--- src/sv/qrs_pkg.sv ---
package qrs_pkg;

    // field widths
    localparam int CoefW    = 16;
    localparam int ResW     = 32;
    localparam int AbsDW    = 33;
    localparam int RootW    = 32;
    localparam int QuoW     = 33;
    localparam int NbW      = 32;
    localparam int FracSh   = 30;

    // pipeline depths
    localparam int SqrtStages = RootW;
    localparam int DivStages  = QuoW;

    // root classification codes
    localparam logic [1:0] KindDistinct = 2'd0;
    localparam logic [1:0] KindRepeated = 2'd1;
    localparam logic [1:0] KindComplex  = 2'd2;
    localparam logic [1:0] KindInvalid  = 2'd3;

    typedef logic [1:0] t_kind;

    // front end to square root
    typedef struct packed {
        logic                     valid;
        t_kind                    kind;
        logic signed [CoefW-1:0]  a;
        logic signed [NbW-1:0]    nb;
        logic [AbsDW-1:0]         absd;
    } t_front;

    // square root to divider prep
    typedef struct packed {
        logic                     valid;
        t_kind                    kind;
        logic signed [CoefW-1:0]  a;
        logic signed [NbW-1:0]    nb;
        logic [RootW-1:0]         s;
    } t_sq;

    typedef struct packed {
        logic            clip;
        logic [ResW-1:0] val;
    } t_sat;

    // signed quotient from magnitude and sign, clipped to 32 bits
    function automatic t_sat sat_q(input logic [QuoW-1:0] q, input logic neg);
        t_sat r;
        r.clip = 1'b0;
        if (neg) begin
            if (q[32] || (q[31] && (|q[30:0]))) begin
                r.clip = 1'b1;
                r.val  = 32'h8000_0000;
            end else begin
                r.val = 32'(-q[31:0]);
            end
        end else begin
            if (q[32] || q[31]) begin
                r.clip = 1'b1;
                r.val  = 32'h7fff_ffff;
            end else begin
                r.val = q[31:0];
            end
        end
        return r;
    endfunction

endpackage

--- src/sv/qrs_front.sv ---
module qrs_front (
    input  logic                             i_clk,
    input  logic                             i_rst_n,
    input  logic                             i_en,
    input  logic                             i_valid,
    input  logic signed [qrs_pkg::CoefW-1:0] i_a,
    input  logic signed [qrs_pkg::CoefW-1:0] i_b,
    input  logic signed [qrs_pkg::CoefW-1:0] i_c,
    output qrs_pkg::t_front                  o_front
);

    logic                             r_v;
    logic signed [qrs_pkg::CoefW-1:0] r_a;
    logic signed [qrs_pkg::CoefW-1:0] r_b;
    logic [30:0]                      r_bb;
    logic signed [31:0]               r_ac;
    logic signed [31:0]               w_bb_full;
    logic signed [31:0]               w_ac_full;
    logic signed [34:0]               w_d;
    logic signed [34:0]               w_dabs;
    logic signed [16:0]               w_negb;
    qrs_pkg::t_front                  n_front;
    qrs_pkg::t_front                  r_front;

    // products
    assign w_bb_full = i_b * i_b;
    assign w_ac_full = i_a * i_c;

    always_ff @(posedge i_clk) begin
        if (!i_rst_n) begin
            r_v <= 1'b0;
        end else if (i_en) begin
            r_v <= i_valid;
        end
        if (i_en) begin
            r_a  <= i_a;
            r_b  <= i_b;
            r_bb <= w_bb_full[30:0];
            r_ac <= w_ac_full;
        end
    end

    // discriminant and classification
    assign w_d    = $signed({4'b0, r_bb}) - $signed({r_ac[31], r_ac, 2'b00});
    assign w_dabs = w_d[34] ? -w_d : w_d;
    assign w_negb = -$signed({r_b[15], r_b});

    always_comb begin
        n_front.valid = r_v;
        n_front.a     = r_a;
        n_front.nb    = $signed({w_negb, 15'b0});
        n_front.absd  = w_dabs[qrs_pkg::AbsDW-1:0];
        if (r_a == '0) begin
            n_front.kind = qrs_pkg::KindInvalid;
        end else if (w_d[34]) begin
            n_front.kind = qrs_pkg::KindComplex;
        end else if (w_d == '0) begin
            n_front.kind = qrs_pkg::KindRepeated;
        end else begin
            n_front.kind = qrs_pkg::KindDistinct;
        end
    end

    always_ff @(posedge i_clk) begin
        if (!i_rst_n) begin
            r_front.valid <= 1'b0;
        end else if (i_en) begin
            r_front <= n_front;
        end
    end

    assign o_front = r_front;

endmodule

--- config.mk ---
export PLATFORM = sky130hd
export DESIGN_NAME = qrs_front
export DESIGN_NICKNAME = d
export VERILOG_FILES = /design/src/sv/qrs_pkg.sv /design/src/sv/qrs_front.sv
export SDC_FILE = /design/constraint.sdc
export NUM_CORES = 2
export LEC_CHECK = 0
export BUFFER_PORTS_ARGS = -buffer_cell sky130_fd_sc_hd__buf_2
export CAP_MARGIN = 20
export CORE_MARGIN = 5
export CORE_UTILIZATION = 55
export CTS_BUF_LIST = sky130_fd_sc_hd__clkbuf_4
export CTS_CLUSTER_SIZE = 40
export DETAILED_ROUTE_END_ITERATION = 10
export PLACE_DENSITY = 0.74
export SLEW_MARGIN = 20
export SYNTH_ARGS = -nofsm -noshare
export SYNTH_HDL_FRONTEND = slang
export SYNTH_SLANG_ARGS = --single-unit
--- constraint.sdc ---
create_clock -name i_clk -period 14.55 [get_ports i_clk]
set_clock_uncertainty 0.2 [all_clocks]
set_input_delay 2.91 -clock i_clk [delete_from_list [all_inputs] [get_ports i_clk]]
set_output_delay 2.91 -clock i_clk [all_outputs]
set_load 0.02 [all_outputs]
==> results.ini <==
[drt]
drt.antenna.violating_nets=0
route.vias.total=17999
drtIter0Drc=1039
viasPerCell=5.40
wl_um=57000
drcViolationCount=0
dr.pass1.iters=5
wire_per_inst_um=17.1

[status]
status=finished, final reports clean

[global_routing]
grt_start_max_net_pins=68
grt_pass1_wl_um=95900
grt_usage_pct=22.6
gr-total-overflow=0
antenna_found_initial=1
grt_pass1_vias=19749

[critical_path]
r2r-start=r_bb[2]
required_ns=14.76
cp-startpoint=i_b[15]
setup.worst_path.start_class=primary input
rrSetupSlack_ns=9.71
path_max_fanout=19
cp-end-kind=register
critical_path_class=primary input to register
crit_arrival_ns=9.43

[die]
row_count=80
start_util_pct=55.4
dieArea_um2=52300
ios=136
die_h_um=229
design.core.area_um2=47500
die_w_um=229

[timing]
rsz0062_at_grt=false
fin_crit_ns=9.23
setup_viol=0
fmax_ghz=0.108
hold_viol=0
fin_setup_tns_ns=0
maxSlewViolCount=0
worst_pin_slew_ns=0.970
fin_crit_sh_pct=63.4
slew-limit-headroom_pct=35.3

[clock_network]
cts_setup_buffers=0
path_clk_slew_ns=0.16
clockBufferDepth=2
cts_hold_buffers=0
clock-sinks=162
clk_latency_ns=0.67
cts_repair_resize_count=0
numCtsBuffers=17
cts.htree.levels=4
cts_tree=yes
cts-root-buf=clkbuf_4

[yosys]
syn-cell-area_um2=26300
seq_area_frac_synth_pct=18.4
async_flop_share_pct=0
synthesis.instances=2637
avgSynthCellArea_um2=9.98
synth_cell_types=73
yosysTopAreaCell=fa_1
synth_edf_count=160
synth-warning-count=0
ys_top_cells_by_count=inv_1, fa_1, nand2_1
synth_most_common_cell=inv_1
synth_area_leaders=fa_1, edfxtp_1, ha_1
ys_seq_elements=162
synth_ff_type=edfxtp_1
synth_top_cell_area_share_pct=37.4

[flow_run]
drv_cap=0

[final_layout]
finalInstanceArea_um2=27700
final_nets=3449
drive_above_1_share_pct=6.99
area_growth_pct=5.12

[place]
port-buffer-count=120
gp_congestion=0.918
dpl.hpwl_um=46800
place_area_um2=27400

[hold_path]
hold_start=r_a[14]
hold_path.class=register to register

-- layout make-up --
| class | instances | area, um2 |
|---|---|---|
| fillers | 4066 | 19900 |
| multi-input cells | 1756 | 18700 |
| flip-flops and latches | 162 | 4840 |
| inverters | 648 | 2430 |
| well taps | 615 | 769 |
| repair buffers | 121 | 611 |
| clock inverters | 15 | 164 |
| clock buffers | 17 | 128 |
| diodes | 1 | 2.50 |
-- cell usage in the layout (no fill, tap or decap), types with 16 or more instances in the layout --
| master | instances |
|---|---|
| a21oi_1 | 74 |
| inv_1 | 646 |
| buf_2 | 119 |
| o21ai_0 | 31 |
| fa_1 | 492 |
| nor2_1 | 108 |
| ha_1 | 199 |
| nand2_1 | 236 |
| xnor2_1 | 109 |
| nand4_1 | 16 |
| and2_1 | 154 |
| xor2_1 | 44 |
| a21o_1 | 35 |
| nor3_1 | 27 |
| edfxtp_1 | 160 |
| clkbuf_4 | 17 |
-- per-layer routing --
metal | global-route usage [%] | vias to the layer above | share of wire (%)
li1 | - | 8219 | -
met1 | 28.5 | 9150 | 40
met2 | 39.6 | 500 | 51
met3 | 4.26 | 130 | 6.1
met4 | 7.40 | 0 | 3.2
met5 | 0 | - | 0
-- logic make-up (layout without fill, tap and decap cells) --
| family | after synthesis | count (layout) | share of synthesized area [%] |
|---|---|---|---|
| AOI/OAI and AO/OA | 251 | 251 | 6.65 |
| xor gates and xnor gates | 155 | 155 | 5.21 |
| adders and majority gates | 691 | 691 | 46.9 |
| buffers and inverters | 733 | 801 | 10.7 |
| DFF | 162 | 162 | 18.4 |
| muxes | 4 | 4 | 0.157 |
| other | 1 | 16 | 0.0142 |
| and+or+nand+nor | 640 | 640 | 12.0 |
-- final timing paths --
| check | end | cells past startpoint |
|---|---|---|
| max | r_bb[29] | 22 |
| min | o_front[79] | 0 |
| max reg2reg | o_front[32] | 14 |
| min reg2reg | o_front[79] | 0 |
-- worst max-delay path: stages --
cell and delay (ns):
buf_2 0.23, inv_1 0.48, nor2_1 0.17, fa_1 0.73
inv_1 0.11, fa_1 0.68, inv_1 0.20, fa_1 0.49
fa_1 0.50, fa_1 0.49, inv_1 0.05, fa_1 0.47
inv_1 0.04, ha_1 0.31, a21o_1 0.18, a21oi_1 0.23
nor2b_1 0.08, a41o_1 0.22, o41ai_1 0.44, o21bai_1 0.11
a21oi_1 0.19, xnor2_1 0.10
-- through the flow --
step | hold WS [ns] | worst slack [ns] | utilization (%) | cells
after floorplan | 0.227 | 5.33 | - | 2651
after global placement | 0.233 | 4.85 | 57.6 | 3302
after detailed placement | 0.234 | 4.64 | 57.6 | 3302
after CTS | 0.255 | 5.37 | 58.2 | 3334
after global routing | 0.277 | 4.92 | 58.2 | 3335
final | 0.254 | 5.32 | 58.2 | 3335
-- sequential cells by signal (all words and copies together) (netlist names) --
| signal | flops |
|---|---|
| o_front | 68 |
| r_ac | 32 |
| r_bb | 29 |
| r_a | 16 |
| r_b | 16 |
| r_v | 1 |
Power is not shown: default switching activity piles up to over one toggle a cycle in this logic, so the estimate is an artifact.
