## src/sv/qrs_pkg.sv

```systemverilog
package qrs_pkg;

    // field widths
    localparam int CoefW    = 16;
    localparam int ResW     = 32;
    localparam int AbsDW    = 33;
    localparam int RootW    = 32;
    localparam int QuoW     = 33;
    localparam int NbW      = 32;
    localparam int FracSh   = 30;

    // pipeline depths
    localparam int SqrtStages = RootW;
    localparam int DivStages  = QuoW;

    // root classification codes
    localparam logic [1:0] KindDistinct = 2'd0;
    localparam logic [1:0] KindRepeated = 2'd1;
    localparam logic [1:0] KindComplex  = 2'd2;
    localparam logic [1:0] KindInvalid  = 2'd3;

    typedef logic [1:0] t_kind;

    // front end to square root
    typedef struct packed {
        logic                     valid;
        t_kind                    kind;
        logic signed [CoefW-1:0]  a;
        logic signed [NbW-1:0]    nb;
        logic [AbsDW-1:0]         absd;
    } t_front;

    // square root to divider prep
    typedef struct packed {
        logic                     valid;
        t_kind                    kind;
        logic signed [CoefW-1:0]  a;
        logic signed [NbW-1:0]    nb;
        logic [RootW-1:0]         s;
    } t_sq;

    typedef struct packed {
        logic            clip;
        logic [ResW-1:0] val;
    } t_sat;

    // signed quotient from magnitude and sign, clipped to 32 bits
    function automatic t_sat sat_q(input logic [QuoW-1:0] q, input logic neg);
        t_sat r;
        r.clip = 1'b0;
        if (neg) begin
            if (q[32] || (q[31] && (|q[30:0]))) begin
                r.clip = 1'b1;
                r.val  = 32'h8000_0000;
            end else begin
                r.val = 32'(-q[31:0]);
            end
        end else begin
            if (q[32] || q[31]) begin
                r.clip = 1'b1;
                r.val  = 32'h7fff_ffff;
            end else begin
                r.val = q[31:0];
            end
        end
        return r;
    endfunction

endpackage

```

## src/sv/qrs_div.sv

```systemverilog
module qrs_div (
    input  logic                       i_clk,
    input  logic                       i_en,
    input  logic [qrs_pkg::QuoW-1:0]   i_num,
    input  logic [qrs_pkg::CoefW-1:0]  i_den,
    input  logic                       i_neg,
    output logic [qrs_pkg::QuoW-1:0]   o_quo,
    output logic                       o_neg
);

    localparam int DW = qrs_pkg::CoefW;

    logic [qrs_pkg::QuoW-1:0] r_num [qrs_pkg::DivStages];
    logic [DW-1:0]            r_rem [qrs_pkg::DivStages];
    logic [DW-1:0]            r_den [qrs_pkg::DivStages];
    logic                     r_neg [qrs_pkg::DivStages];

    // restoring division, one quotient bit per stage
    for (genvar k = 0; k < qrs_pkg::DivStages; k++) begin : g_stage
        logic [qrs_pkg::QuoW-1:0] w_num;
        logic [DW-1:0]            w_rem;
        logic [DW-1:0]            w_den;
        logic                     w_neg;
        logic [DW:0]              w_sh;
        logic [DW:0]              w_diff;
        logic                     w_ge;

        if (k == 0) begin : g_first
            assign w_num = i_num;
            assign w_rem = '0;
            assign w_den = i_den;
            assign w_neg = i_neg;
        end else begin : g_next
            assign w_num = r_num[k-1];
            assign w_rem = r_rem[k-1];
            assign w_den = r_den[k-1];
            assign w_neg = r_neg[k-1];
        end

        assign w_sh   = {w_rem, w_num[qrs_pkg::QuoW-1]};
        assign w_ge   = (w_sh >= {1'b0, w_den});
        assign w_diff = w_sh - {1'b0, w_den};

        always_ff @(posedge i_clk) begin
            if (i_en) begin
                r_num[k] <= {w_num[qrs_pkg::QuoW-2:0], w_ge};
                r_rem[k] <= w_ge ? w_diff[DW-1:0] : w_sh[DW-1:0];
                r_den[k] <= w_den;
                r_neg[k] <= w_neg;
            end
        end
    end

    assign o_quo = r_num[qrs_pkg::DivStages-1];
    assign o_neg = r_neg[qrs_pkg::DivStages-1];

endmodule

```

## config.mk

```make
export PLATFORM = sky130hd
export DESIGN_NAME = qrs_div
export DESIGN_NICKNAME = d
export VERILOG_FILES = /design/src/sv/qrs_pkg.sv /design/src/sv/qrs_div.sv
export SDC_FILE = /design/constraint.sdc
export NUM_CORES = 2
export LEC_CHECK = 0
export ABC_AREA = 1
export BUFFER_PORTS_ARGS = -buffer_cell sky130_fd_sc_hd__buf_2
export CAP_MARGIN = 20
export CORE_MARGIN = 5
export CORE_UTILIZATION = 30
export DETAILED_ROUTE_END_ITERATION = 8
export PLACE_DENSITY = 0.41
export SKIP_CTS_REPAIR_TIMING = 1
export SYNTH_ARGS = -nofsm -noshare
export SYNTH_HDL_FRONTEND = slang
export SYNTH_SLANG_ARGS = --single-unit
```

## constraint.sdc

```tcl
create_clock -name i_clk -period 5.9 [get_ports i_clk]
set_input_delay 1.18 -clock i_clk [delete_from_list [all_inputs] [get_ports i_clk]]
set_output_delay 1.18 -clock i_clk [all_outputs]
set_load 0.03 [all_outputs]
```

==> run metrics <==
share of cells above drive strength 1=around 6.6%; PortBufs=85; Row Count=~220; Max FO, Critical Path=20; synthesized cell area=approximately 110000 um^2; HPWL Detailed=a little under 200000 um; gr usage total=about 14%; Final TNS setup=0 ps; Crit path top cell by count=nand2_1; largest family of logic cells by synthesized area=simple AND/OR/NAND/NOR gates; initial antenna violation count=4; DR iter-0 viols=4956; largest net degree at the start of global routing=160; startpoint types=flip-flop; H-tree depth=5; CP Buf/Inv Count=2; Core Box Area=roughly 360000 um^2; Die Wd=slightly above 600 um; fraction of the mapped netlist area in adder cells=under 10%; fmax=~340 MHz; Cell Chain, Critical Path=ha_1 -> inv_1 -> nor2_1 -> nand2_1 -> nor2_1 -> nand2_1 -> nand2_2 -> inv_1 -> nand2_1 -> nand2_1; vias in the first global route=approximately 70k; period utilization=between 40% and 50%; number of vias in the routed layout=70.4k; Crit Path Category=reg2reg; die area=around 370000 um^2; Hold Violations, Final=0; clock tree buffer depth=4; syn nets=11.4k; Power per Cell Area=roughly 500 nW/um^2; Routed wire per std cell=about 16 um; CP required=around 6500 ps; status=finished, final reports clean; Max-slew headroom=about a third; Yosys reg bits=2146; crit path DAT=3570 ps; Max-Cap Viols=0; grt total ovfl=0; Sink Count=approximately 2.1k; total CTS buffers=between 200 and 300; total power draw=60.6 mW; CP Capture Type=flip-flop; # DRC=0; TritonCTS clock tree=built; Post-Place Cell Area=between 100000 and 150000 um^2; hold crit path type=reg2reg; Final setup viols=0; root buffer cell=clkbuf_16; Worst-path clk slew=about 60 ps; # IOs=between 80 and 90; vias per cell=around 4.4; compound-gate portion of the synthesized area=under 10%; Hold WS=approximately 400 ps; post-route cell area=between 100000 and 150000 um^2; Clk Latency, worst-skew pair=880 ps; leakage power=about 56 nW; global-route wire length before repair=409000 um; post-synthesis xor/xnor area fraction=1.55%; Worst-Margin Slew=1020 ps; Final Slew Violations=0; nets=11.7k; Starting Density=a little under a third; PnR worst setup slack=between 2000 and 3000 ps; post-synthesis simple-gate area fraction=22.0%; mux cell area share after synthesis=0%; CP max stage delay=around 420 ps; RSZ-0062 raised after global routing=no; Yosys cell types=42; Syn-to-layout area delta=13.5%; syn avg cell area=9.86 um^2; CP top delay family=simple AND/OR/NAND/NOR gates; post-placement setup slack=about 2700 ps; routed wire length=between 200000 and 300000 um; Yosys warnings=0; GP Congestion=0.861; Crit-path slowest cell=inv_1; cells after synthesis=10.8k; First-pass DRT Iterations=8; Die Y-Extent=between 600 and 700 um; antenna-violating nets left=0; Max rail drop VDD=0.000222 V; Tmin final=around 2900 ps; sequential fraction of the synthesis area=approximately three fifths; Final Skew=between 30 and 40 ps
path summary, 6_finish.rpt:
check | to | from | cells after the start | slack, ps
worst min register to register | r_num[11][27]$_DFFE_PP_ | r_num[10][26]$_DFFE_PP_ | 0 | 400
worst max register to register | r_rem[0][82]$_DFFE_PP_ | r_rem[0][78]$_DFFE_PP_ | 10 | 2960
worst max-delay path | r_rem[0][82]$_DFFE_PP_ | r_rem[0][78]$_DFFE_PP_ | 10 | 2960
worst min-delay path | r_num[11][27]$_DFFE_PP_ | r_num[10][26]$_DFFE_PP_ | 0 | 400
stage by stage:
step           instances  utilization (%)
2_1_floorplan      10800                -
3_3_place_gp       15600             31.7
3_5_place_dp       15600             31.7
4_1_cts            16100             34.1
5_1_grt            16100             34.1
6_report           16100             34.1
cell families after synthesis:
family                     count (synthesis)
AOI/OAI and AO/OA                        350
xor gates and xnor gates                 189
adders and majority gates                545
buffers and inverters                   2096
DFF                                     2146
and+or+nand+nor                         5520
area by class of cell:
| cell class | instances | area [um^2] |
|---|---|---|
| well taps | 4751 | 5940 |
| flip-flops and latches | 2146 | 64400 |
| clock inverters | 159 | 1640 |
| repair buffers | 125 | 928 |
| inverters | 1981 | 7440 |
| clock buffers | 311 | 6890 |
| fillers | 36300 | 234000 |
| diodes | 3 | 7.51 |
| multi-input cells | 6604 | 34200 |
metal layers:
layer  wire, um  GRT usage, %  vias up
li1           -             -    35800
met1     125000          19.5    33100
met2     121000          22.9     1176
met3       9760          1.81      409
met4       7060          4.00        0
met5          0             0        -
cell usage after synthesis, drive strengths merged:
cell type  count  area (um^2)
inv         1981         7440
edfxtp      2146        64400
nor3b          8         70.1
or2           30          188
clkbuf        10         50.1
nand3b        72          541
o21ai         27          135
o21bai        17          128
o21a          22          165
nor2         441         1940
and3          12         75.1
xnor2         44          385
nand2       3885        14900
a21oi        278         1390
a21boi         6         60.1
xor2         145         1270
buf          105          883
fa            31          621
ha           514         6430
nor3          98          495
nor4           6         68.8
nand4        130          813
and2          27          169
nand3        811         4320
cells in the final DEF (no fill, tap or decap), drive strengths merged, types with 6 or more instances in the layout:
cell type | netlist | final
nand2 | 3885 | 3885
edfxtp | 2146 | 2146
inv | 1981 | 1996
nand3 | 811 | 811
ha | 514 | 514
nor2 | 441 | 441
clkbuf | 10 | 311
a21oi | 278 | 278
xor2 | 145 | 145
nand4 | 130 | 130
buf | 105 | 125
clkinv | 0 | 111
nor3 | 98 | 98
nand3b | 72 | 72
xnor2 | 44 | 44
fa | 31 | 31
or2 | 30 | 30
and2 | 27 | 27
o21ai | 27 | 27
o21a | 22 | 22
bufinv | 0 | 20
o21bai | 17 | 17
clkinvlp | 0 | 13
and3 | 12 | 12
nor3b | 8 | 8
nor4 | 6 | 6
a21boi | 6 | 6
sequential cells by signal (all words and copies together) (netlist names):
signal  cells
r_rem     512
r_den     512
r_neg      33
r_num    1089
report_power, final:
part	switching, mW	internal, mW
Sequential	1.77	20.6
Clock	6.64	9.34
Combinational	15.0	7.27
Total	23.4	37.2
Power figures use the tool's default switching activity.
